**src/rtl/core/sporadic_server_budget_top_defines.svh**
```systemverilog
// assertion helpers for the sporadic server budget engine
// each macro expects clk and rst_n in the scope where it is used
`ifndef SPORADIC_SERVER_BUDGET_TOP_DEFINES_SVH
`define SPORADIC_SERVER_BUDGET_TOP_DEFINES_SVH

// same-cycle implication
`define SSB_ASSERT_NOW(lbl, ante, cons) \
    lbl: assert property (@(posedge clk) disable iff (!rst_n) (ante) |-> (cons)) \
        else $error("ssb same-cycle check failed");

// next-cycle implication
`define SSB_ASSERT_NEXT(lbl, ante, cons) \
    lbl: assert property (@(posedge clk) disable iff (!rst_n) (ante) |=> (cons)) \
        else $error("ssb next-cycle check failed");

`endif

```
**src/rtl/core/ssb_pkg.sv**
```systemverilog
package ssb_pkg;

    localparam int QUEUE_DEPTH_DEF = 16;

    localparam int TIME_W    = 64;
    localparam int BUDGET_W  = 32;
    localparam int PENDING_W = 5;
    localparam int OUT_W     = 48;   // 41 payload bits padded to whole bytes
    localparam int APB_AW    = 3;
    localparam int APB_DW    = 32;

    // register index, taken from paddr bit 2
    localparam logic REG_BUDGET_LIMIT = 1'b0;
    localparam logic REG_PERIOD       = 1'b1;

    typedef enum logic [1:0] {
        CMD_ACTIVATE = 2'd0,
        CMD_COMPLETE = 2'd1,
        CMD_CONSUME  = 2'd2,
        CMD_DRAIN    = 2'd3
    } cmd_t;

    typedef enum logic [1:0] {
        MODE_IDLE      = 2'd0,
        MODE_ACTIVE    = 2'd1,
        MODE_EXHAUSTED = 2'd2
    } mode_t;

    typedef struct packed {
        logic [TIME_W-1:0]   due;
        logic [BUDGET_W-1:0] amount;
    } entry_t;

endpackage

```
**src/rtl/core/sporadic_server_budget_top.sv**
```systemverilog
// flow: an accepted command passes ST_EXEC and then ST_DONE, which registers its word on the output;
//   a drain on a non-empty queue also loops in ST_CHECK over the entries examined (at most QUEUE_DEPTH)
// a new command is taken only in ST_IDLE, once the previous word is in the output register;
//   ST_DONE waits while that register is full and not taken, and the drain loop reads one entry per cycle
// reset: rst_n (async, low) clears mode, budget, limit, period, pointers and fill;
//   queue memory is not cleared, the fill count guards every read
module sporadic_server_budget_top #(
    parameter int QUEUE_DEPTH = ssb_pkg::QUEUE_DEPTH_DEF
) (
    input  logic                           clk,
    input  logic                           rst_n,
    // command stream
    input  logic                           s_axis_tvalid,
    output logic                           s_axis_tready,
    input  logic [ssb_pkg::TIME_W-1:0]     s_axis_tdata,   // [63:0] now
    input  logic [1:0]                     s_axis_tuser,   // [1:0] cmd
    // result stream
    output logic                           m_axis_tvalid,
    input  logic                           m_axis_tready,
    // [0] consume_granted, [2:1] mode, [34:3] budget_left,
    // [39:35] pending_count, [40] push_dropped, [47:41] zero
    output logic [ssb_pkg::OUT_W-1:0]      m_axis_tdata,
    // configuration port
    input  logic                           psel,
    input  logic                           penable,
    input  logic                           pwrite,
    input  logic [ssb_pkg::APB_AW-1:0]     paddr,
    input  logic [ssb_pkg::APB_DW-1:0]     pwdata,
    output logic [ssb_pkg::APB_DW-1:0]     prdata,
    output logic                           pready
);

`include "sporadic_server_budget_top_defines.svh"

    localparam int PTR_W  = (QUEUE_DEPTH > 1) ? $clog2(QUEUE_DEPTH) : 1;
    localparam int FILL_W = $clog2(QUEUE_DEPTH + 1);
    localparam int TW     = ssb_pkg::TIME_W;
    localparam int BW     = ssb_pkg::BUDGET_W;

    typedef enum logic [1:0] {
        ST_IDLE,    // waiting for a command word
        ST_EXEC,    // apply command, start drain read
        ST_CHECK,   // drain loop: head entry data is on the memory output
        ST_DONE     // hand the result to the output register
    } state_t;

    // ---------------------------------------------------------------
    // control and state registers
    // ---------------------------------------------------------------
    state_t                state_reg,    state_next;
    ssb_pkg::cmd_t         cmd_reg,      cmd_next;
    logic [TW-1:0]         now_reg,      now_next;
    ssb_pkg::mode_t        mode_reg,     mode_next;
    logic [BW-1:0]         budget_reg,   budget_next;
    logic [BW-1:0]         consumed_reg, consumed_next;
    logic [TW-1:0]         stamp_reg,    stamp_next;
    logic [BW-1:0]         limit_reg,    limit_next;
    logic [BW-1:0]         period_reg,   period_next;
    logic [PTR_W-1:0]      head_reg,     head_next;
    logic [PTR_W-1:0]      tail_reg,     tail_next;
    logic [FILL_W-1:0]     fill_reg,     fill_next;
    logic                  granted_reg,  granted_next;
    logic                  dropped_reg,  dropped_next;
    logic                  m_valid_reg,  m_valid_next;
    logic [ssb_pkg::OUT_W-1:0] m_data_reg, m_data_next;

    // ---------------------------------------------------------------
    // replenishment memory: one write port, one registered read port
    // pushes happen only in ST_EXEC and reads only in the drain loop,
    // so the FSM keeps write and read of one entry from overlapping
    // ---------------------------------------------------------------
    ssb_pkg::entry_t       mem [QUEUE_DEPTH];
    ssb_pkg::entry_t       rd_entry_reg;
    ssb_pkg::entry_t       wr_entry;
    logic                  mem_we;
    logic                  mem_re;
    logic [PTR_W-1:0]      rd_addr;

    // helpers
    logic                  s_accept;
    logic                  cfg_write;
    logic                  out_free;
    logic                  push_req;
    logic                  pop;
    logic [BW-1:0]         push_amt;
    logic [TW-1:0]         push_due;
    logic [BW:0]           drain_sum;
    logic [BW-1:0]         consumed_inc;
    logic [BW-1:0]         budget_dec;
    logic [PTR_W-1:0]      head_inc;
    logic [PTR_W-1:0]      tail_inc;

    assign s_axis_tready = (state_reg == ST_IDLE);
    assign s_accept      = s_axis_tvalid && s_axis_tready;
    assign m_axis_tvalid = m_valid_reg;
    assign m_axis_tdata  = m_data_reg;
    assign out_free      = !m_valid_reg || m_axis_tready;

    // apb: always ready, write lands on the access cycle
    assign pready    = 1'b1;
    assign cfg_write = psel && penable && pwrite && pready;
    assign prdata    = (paddr[2] == ssb_pkg::REG_PERIOD) ? period_reg : limit_reg;

    // ring pointer increments wrap at the queue depth
    assign head_inc = (head_reg == PTR_W'(QUEUE_DEPTH - 1)) ? '0 : head_reg + 1'b1;
    assign tail_inc = (tail_reg == PTR_W'(QUEUE_DEPTH - 1)) ? '0 : tail_reg + 1'b1;

    // due time wraps modulo 2^64
    assign push_due     = stamp_reg + TW'(period_reg);
    assign consumed_inc = (consumed_reg == '1) ? consumed_reg : consumed_reg + 1'b1;
    assign budget_dec   = budget_reg - 1'b1;
    assign drain_sum    = {1'b0, budget_reg} + {1'b0, rd_entry_reg.amount};

    always_comb
    begin
        state_next    = state_reg;
        cmd_next      = cmd_reg;
        now_next      = now_reg;
        mode_next     = mode_reg;
        budget_next   = budget_reg;
        consumed_next = consumed_reg;
        stamp_next    = stamp_reg;
        limit_next    = limit_reg;
        period_next   = period_reg;
        head_next     = head_reg;
        tail_next     = tail_reg;
        fill_next     = fill_reg;
        granted_next  = granted_reg;
        dropped_next  = dropped_reg;
        m_valid_next  = m_valid_reg;
        m_data_next   = m_data_reg;
        mem_we        = 1'b0;
        mem_re        = 1'b0;
        rd_addr       = head_reg;
        push_req      = 1'b0;
        push_amt      = consumed_reg;
        pop           = 1'b0;
        wr_entry      = '{due: push_due, amount: push_amt};

        // output word leaves on handshake
        if (m_valid_reg && m_axis_tready)
        begin
            m_valid_next = 1'b0;
        end

        unique case (state_reg)
            ST_IDLE:
            begin
                if (s_accept)
                begin
                    cmd_next     = ssb_pkg::cmd_t'(s_axis_tuser);
                    now_next     = s_axis_tdata;
                    granted_next = 1'b0;
                    dropped_next = 1'b0;
                    state_next   = ST_EXEC;
                end
            end

            ST_EXEC:
            begin
                state_next = ST_DONE;
                unique case (cmd_reg)
                    ssb_pkg::CMD_ACTIVATE:
                    begin
                        if (mode_reg == ssb_pkg::MODE_IDLE)
                        begin
                            mode_next     = ssb_pkg::MODE_ACTIVE;
                            stamp_next    = now_reg;
                            consumed_next = '0;
                        end
                    end

                    ssb_pkg::CMD_COMPLETE:
                    begin
                        if (mode_reg == ssb_pkg::MODE_ACTIVE)
                        begin
                            push_req      = (consumed_reg != '0);
                            push_amt      = consumed_reg;
                            mode_next     = ssb_pkg::MODE_IDLE;
                            consumed_next = '0;
                        end
                    end

                    ssb_pkg::CMD_CONSUME:
                    begin
                        if (mode_reg != ssb_pkg::MODE_IDLE)
                        begin
                            if (budget_reg == '0)
                            begin
                                mode_next = ssb_pkg::MODE_EXHAUSTED;
                            end
                            else
                            begin
                                budget_next   = budget_dec;
                                consumed_next = consumed_inc;
                                if (budget_dec == '0)
                                begin
                                    // last tick: book its replenishment, go exhausted
                                    push_req  = 1'b1;
                                    push_amt  = consumed_inc;
                                    mode_next = ssb_pkg::MODE_EXHAUSTED;
                                end
                                else
                                begin
                                    granted_next = 1'b1;
                                end
                            end
                        end
                    end

                    ssb_pkg::CMD_DRAIN:
                    begin
                        if (fill_reg != '0)
                        begin
                            mem_re     = 1'b1;
                            rd_addr    = head_reg;
                            state_next = ST_CHECK;
                        end
                    end
                endcase
            end

            ST_CHECK:
            begin
                if (rd_entry_reg.due > now_reg)
                begin
                    state_next = ST_DONE;
                end
                else
                begin
                    // pop one due entry, add its amount capped at the limit
                    pop       = 1'b1;
                    head_next = head_inc;
                    fill_next = fill_reg - 1'b1;
                    if (drain_sum > {1'b0, limit_reg})
                    begin
                        budget_next = limit_reg;
                    end
                    else
                    begin
                        budget_next = drain_sum[BW-1:0];
                    end
                    if ((budget_next != '0) && (mode_reg == ssb_pkg::MODE_EXHAUSTED))
                    begin
                        mode_next = ssb_pkg::MODE_ACTIVE;
                    end
                    if (fill_reg == FILL_W'(1))
                    begin
                        state_next = ST_DONE;
                    end
                    else
                    begin
                        // fetch the next head entry while this one retires
                        mem_re  = 1'b1;
                        rd_addr = head_inc;
                    end
                end
            end

            ST_DONE:
            begin
                if (out_free)
                begin
                    m_valid_next = 1'b1;
                    m_data_next  = {7'd0, dropped_reg, ssb_pkg::PENDING_W'(fill_reg),
                                    budget_reg, mode_reg, granted_reg};
                    state_next   = ST_IDLE;
                end
            end
        endcase

        // ring push, dropped when full
        wr_entry = '{due: push_due, amount: push_amt};
        if (push_req)
        begin
            if (fill_reg == FILL_W'(QUEUE_DEPTH))
            begin
                dropped_next = 1'b1;
            end
            else
            begin
                mem_we    = 1'b1;
                tail_next = tail_inc;
                fill_next = fill_reg + 1'b1;
            end
        end

        // register write acts as init; the user must write only while the engine is idle, the block does not enforce it
        if (cfg_write)
        begin
            if (paddr[2] == ssb_pkg::REG_BUDGET_LIMIT)
            begin
                limit_next = pwdata;
            end
            else
            begin
                period_next = pwdata;
            end
            budget_next   = (paddr[2] == ssb_pkg::REG_BUDGET_LIMIT) ? pwdata : limit_reg;
            consumed_next = '0;
            stamp_next    = '0;
            mode_next     = ssb_pkg::MODE_IDLE;
            head_next     = '0;
            tail_next     = '0;
            fill_next     = '0;
        end
    end

    // state, control and registered outputs
    always_ff @(posedge clk or negedge rst_n)
    begin
        if (!rst_n)
        begin
            state_reg    <= ST_IDLE;
            mode_reg     <= ssb_pkg::MODE_IDLE;
            budget_reg   <= '0;
            consumed_reg <= '0;
            stamp_reg    <= '0;
            limit_reg    <= '0;
            period_reg   <= '0;
            head_reg     <= '0;
            tail_reg     <= '0;
            fill_reg     <= '0;
            m_valid_reg  <= 1'b0;
        end
        else
        begin
            state_reg    <= state_next;
            mode_reg     <= mode_next;
            budget_reg   <= budget_next;
            consumed_reg <= consumed_next;
            stamp_reg    <= stamp_next;
            limit_reg    <= limit_next;
            period_reg   <= period_next;
            head_reg     <= head_next;
            tail_reg     <= tail_next;
            fill_reg     <= fill_next;
            m_valid_reg  <= m_valid_next;
        end
    end

    // payload registers, no reset
    always_ff @(posedge clk)
    begin
        cmd_reg     <= cmd_next;
        now_reg     <= now_next;
        granted_reg <= granted_next;
        dropped_reg <= dropped_next;
        m_data_reg  <= m_data_next;
    end

    // queue memory
    always_ff @(posedge clk)
    begin
        if (mem_we)
        begin
            mem[tail_reg] <= wr_entry;
        end
        if (mem_re)
        begin
            rd_entry_reg <= mem[rd_addr];
        end
    end

    // ---------------------------------------------------------------
    // checks
    // ---------------------------------------------------------------
    `SSB_ASSERT_NOW(a_fill_bound, 1'b1, fill_reg <= FILL_W'(QUEUE_DEPTH))
    `SSB_ASSERT_NOW(a_empty_ptrs, fill_reg == '0, head_reg == tail_reg)
    `SSB_ASSERT_NOW(a_exhausted_zero, mode_reg == ssb_pkg::MODE_EXHAUSTED, budget_reg == '0)
    `SSB_ASSERT_NOW(a_pop_nonempty, pop, (fill_reg != '0) && !mem_we)
    `SSB_ASSERT_NOW(a_grant_budget, m_axis_tvalid && m_axis_tdata[0],
                    (m_axis_tdata[34:3] != '0) && (m_axis_tdata[2:1] == ssb_pkg::MODE_ACTIVE))

endmodule

```
**config.mk**
```make
export PLATFORM = sky130hd
export DESIGN_NAME = sporadic_server_budget_top
export DESIGN_NICKNAME = d
export VERILOG_FILES = /design/src/rtl/core/ssb_pkg.sv /design/src/rtl/core/sporadic_server_budget_top.sv
export VERILOG_INCLUDE_DIRS = /design/src /design/src/rtl/core
export SDC_FILE = /design/constraint.sdc
export NUM_CORES = 2
export LEC_CHECK = 0
export BUFFER_PORTS_ARGS = -buffer_cell sky130_fd_sc_hd__buf_2
export CORE_ASPECT_RATIO = 0.75
export CORE_UTILIZATION = 25
export CTS_BUF_LIST = sky130_fd_sc_hd__clkbuf_16
export CTS_CLUSTER_SIZE = 30
export DETAILED_ROUTE_END_ITERATION = 8
export PLACE_DENSITY_LB_ADDON = 0.15
export SYNTH_ARGS = -nofsm -noshare
export SYNTH_HDL_FRONTEND = slang
export SYNTH_SLANG_ARGS = --single-unit
```
**constraint.sdc**
```tcl
create_clock -name clk -period 20.3 [get_ports clk]
set_input_delay 4.06 -clock clk [delete_from_list [all_inputs] [get_ports clk]]
set_output_delay 4.06 -clock clk [all_outputs]
set_load 0.03 [all_outputs]
```
Word-level counts from Yosys, hierarchy flattened
Memories as Yosys holds them, arrays and structs flattened. A register that Yosys moved wholly into a read port is not among the register bits. Index checks and enable logic that the tools add are counted.

Memories kept: 1. Latch bits: 0. Register bits after elaboration: 319. RAM bits: 1536. Bits in read-only memories: 0.

Eq/ne operators: 36. Add/sub/neg operators: 8. Muxes and demuxes: 89. Order comparisons: 2. Multipliers: 0. Bitwise logic cells: 0. Div/mod/pow operators: 0. Reductions and logical operators: 35. Shift operators: 0.

Memories: mem (words 16, width 96, rd ports 1, clocked after memory_dff 1, wr ports 1, line sporadic_server_budget_top.sv:72) `ssb_pkg::entry_t mem [QUEUE_DEPTH];`.

Operators by type and width (count): 32-bit 2-to-1 mux (22); 64-bit 2-to-1 mux (4); 32-bit one-hot mux with 3 select lines (1); 64-bit by 32-bit adder with 64-bit output (1); 64-bit greater-than comparator (1); 32-bit zero test (2); 32-bit one-hot mux with 2 select lines (1); 32-bit nonzero test (2); 4-bit 2-to-1 mux (11); 32-bit by 32-bit adder with 33-bit output (1); 33-bit by 32-bit greater-than comparator with 1-bit output (1); 32-bit by 1-bit adder with 32-bit output (second input constant) (1); 32-bit == test (second input constant) (1); 32-bit by 1-bit subtractor with 32-bit output (second input constant) (1); 1-bit 2-to-1 mux (27); 3-bit inequality test (second input constant) (9); 5-bit 2-to-1 mux (5); 2-bit 2-to-1 mux (12); 2-bit nonzero test (7); 2-bit inequality test (second input constant) (6); 4-bit inequality test (second input constant) (3); 6-bit AND reduction (2); 2-bit == test (second input constant) (5); 2-bit AND reduction (5); other kinds (25) (39).

Logic depth before layout (Yosys ltp)
Depth in word-level cells: 11. Mapped depth: 23. Gate-level depth less buffers: 21.

Worst setup path before layout
No wires, ideal clock.

Path kind: input -> output. Start point: input port paddr[2] (netlist name). End point: output port prdata[10] (netlist name). Stages on the path: 6. Setup slack: 10.474 ns. Data arrival time: 5.766 ns. Path through: clkbuf_1 > clkbuf_1 > clkbuf_1 > clkbuf_1 > nand2_1 > o21ai_0.

Longest elaborated chain between the ends: 1.

Ends and longest elaborated chain: start, declared (line sporadic_server_budget_top.sv:27) `input logic [ssb_pkg::APB_AW-1:0] paddr,`; 32-bit 2-to-1 mux (line sporadic_server_budget_top.sv:102) `assign prdata = (paddr[2] == ssb_pkg::REG_PERIOD) ? period_reg : limit_reg;`; end, declared (line sporadic_server_budget_top.sv:29) `output logic [ssb_pkg::APB_DW-1:0] prdata,`.

No other way between the ends.

Worst setup path after layout
Start point: input port paddr[2] (netlist name). End point: output port prdata[3] (netlist name).

Same word-level chain as after synthesis.

==> results.yml <==
run_status:
  status: "finished, final reports clean"
detailed_routing:
  drc: 0
  wl_per_cell_um: 27.3
  wl_um: 283000
  antenna_left: 0
  dr_total_vias: 49500
  drtPass1Iterations: 5
  drt_iter0_drc: 4330
  vias_per_cell: 4.78
yosys:
  synth-edff-count: 1740
  syn_area_um2: 83600
  avgSynthCellArea_um2: 15.1
  synth_top_area_share_pct: 62.5
  yosysMostFrequentCell: "edfxtp_1"
  synth-async-reset-ratio_pct: 10.8
  synth_sequential_area_ratio_pct: 68.8
  yosysTopAreaCell: "edfxtp_1"
  ys_top_cells_by_count: "edfxtp_1, mux2i_1, o22ai_1, nand2_1, dfrtp_1"
  ys_ff_latch: 1951
  ys_types: 107
  yosysWarnings: 0
  synth_ff_type: "edfxtp_1"
  netlist_instances: 5519
  synth.area.top_cells: "edfxtp_1, mux2i_1, dfrtp_1"
run:
  max_cap_viol_count: 0
global_route:
  grt_pass1_wl_um: 391000
  grt_pass1_vias: 48200
  grt_overflow: 0
  grt_max_degree: 120
  grt_usage_pct: 16.4
  grt_antenna_before_repair: 20
setup_path:
  r2r-start: "now_reg[47]"
  arrival_ps: 6120
  path_cells: "buf_4, buf_4, o21ai_0, buf_2"
  startpoint_type: "input pin"
  end_kind: "output port"
  crit_path_top_delay_cell: "buf_4"
  rr_worst_depth: 16
  critical_path_class: "input pin to output port"
  cpMostUsedCell: "buf_4"
  crit_fanout: 69
  reg2reg_slack_ps: 10750
  required_ps: 16240
  max_stage_delay_ps: 690
  critical-path-top-delay-family: "buffers and inverters"
  reg2reg_to: "rd_entry_reg[66]"
  cp_num_buf_inv: 3
timing:
  setup_viol: 0
  worst_pin_slew_ps: 1400
  period_needed_ps: 10180
  final-max-slew-violation-count: 0
  rsz0062_at_grt: "no"
  period_share_pct: 50.2
  hold_violations: 0
  skew_ps: 64.5
  clock.fmax_ghz: 0.0982
  relSlewSlack_pct: 6.31
  tns_ps: 0
  setup_ws_ps: 10120
clock_network:
  clock_tree.root_cell: "clkbuf_16"
  cts_inserted_buffers: 212
  cts.clk_slew.worst_paths_ps: 60
  htree_num_levels: 4
  cts_sinks: 1951
  clk_path_buf_depth: 4
  clk_latency_ps: 900
  cts_tree: "done"
  cts_resized: 0
  post-cts-setup-buffers: 0
  hold_buffers: 0
worst_hold_path:
  hold_depth: 0
  hold_path.class: "register to register"
  min_from: "granted_reg"
  worstHoldEndpoint: "m_axis_tdata[0]"
die:
  die_area_um2: 337000
  num_rows: 183
  ios: 191
  start_util_pct: 25.2
  fp.dieW_um: 670
  core-area_um2: 332000
  die_h_um: 503
layout:
  nFillCells: 33300
  drive_above_1_share_pct: 13.7
  area_delta_synth_final_pct: 15.8
  final_nets: 6042
  largest_register_ff_count: 1536
place:
  dp_slack_ps: 10100
  routabilityCongestion: 0.830
  io_buffers: 180
  hpwlAfterDp_um: 165000
pwr:
  ir_drop_mv: 0.166
  leakagePower_uw: 0.0365
  p_per_area_nw_per_um2: 149
==> per-stage QoR <==
| step | instances | hold WS (ps) | util [%] | instance area (um2) | power [uW] |
|---|---|---|---|---|---|
| 6_report | 10400 | 436 | 29.2 | 96800 | 14400 |
| 2_1_floorplan | 5525 | 400 | - | 83600 | 8750 |
| 4_1_cts | 10400 | 442 | 29.2 | 96800 | 14500 |
| 3_5_place_dp | 9977 | 428 | 27.1 | 90100 | 10700 |
| 5_1_grt | 10400 | 464 | 29.2 | 96800 | 15100 |
| 3_3_place_gp | 9977 | 422 | 27.1 | 90100 | 10700 |
==> cell type report <==
cell class	instances	area (um2)	area share, %
diodes	9	22.5	0.0233
clock inverters	162	1280	1.32
inverters	149	564	0.583
well taps	4440	5560	5.74
multi-input cells	3132	24500	25.3
flip-flops and latches	1951	57500	59.4
repair buffers	306	1960	2.02
clock buffers	216	5410	5.58
==> kinds of logic (layout without fill, tap and decap cells) <==
| family | count (synthesis) | count (layout) | share of synthesized area (%) |
|---|---|---|---|
| other | 2 | 17 | 0.00898 |
| XOR/XNOR | 136 | 136 | 1.59 |
| adder cells (fa/ha/maj) | 182 | 182 | 2.74 |
| buffers and inverters | 442 | 833 | 2.23 |
| flip-flops | 1951 | 1951 | 68.8 |
| AND/OR/NAND/NOR | 851 | 851 | 5.59 |
| multiplexers | 905 | 905 | 11.0 |
| AO/OA/AOI/OAI | 1050 | 1050 | 8.06 |
==> cell usage in the layout (no fill, tap or decap), types with 51 or more instances in the layout <==
cell type	synthesis	routed
a21oi_1	174	171
buf_2	88	178
buf_4	9	119
clkbuf_16	0	216
dfrtp_1	210	210
edfxtp_1	1740	1740
ha_1	180	179
inv_1	146	193
mux2_2	88	88
mux2i_1	815	814
nand2_1	240	240
nand3_1	58	56
nor2_1	131	129
o21ai_0	155	155
o22ai_1	404	404
o31ai_1	93	93
or4_1	108	108
xnor2_1	66	59
xor2_1	52	51
==> worst register-to-register path, stage by stage, from the launching register on <==
cell	delay, ps
edfxtp_1	390
inv_1	90
ha_1	320
nand4_1	450
nor4bb_2	490
buf_4	240
nand4_1	620
nor3_1	960
o21a_2	680
mux2i_4	330
buf_4	690
buf_4	930
buf_4	900
buf_4	970
mux2i_1	590
o22ai_1	120
or4_1	530
==> how the worst max path moves through the flow <==
stage                   from  slack, ps         end  cells after the start
finish              paddr[2]      10120   prdata[3]                      4
detailed placement  paddr[2]      10100   prdata[3]                      4
CTS                 paddr[2]      10100   prdata[3]                      4
floorplan           paddr[2]      10470  prdata[10]                      6
global route        paddr[2]      10010   prdata[3]                      4
global placement    paddr[2]      10080   prdata[3]                      4
==> metal layers <==
layer / wire length (um) / global-route usage [%] / share of wire, %
met5: 99 / 0.211 / 0.035
met2: 122000 / 24.7 / 43
met4: 6800 / 3.99 / 2.4
met1: 139000 / 24.1 / 49
met3: 15800 / 2.90 / 5.6
==> power by group <==
group | internal, uW | switching, uW
Combinational | 1710 | 3310
Clock | 2170 | 1650
Sequential | 5250 | 337
Total | 9130 | 5290
No activity file was read; power rests on OpenSTA's default activity.
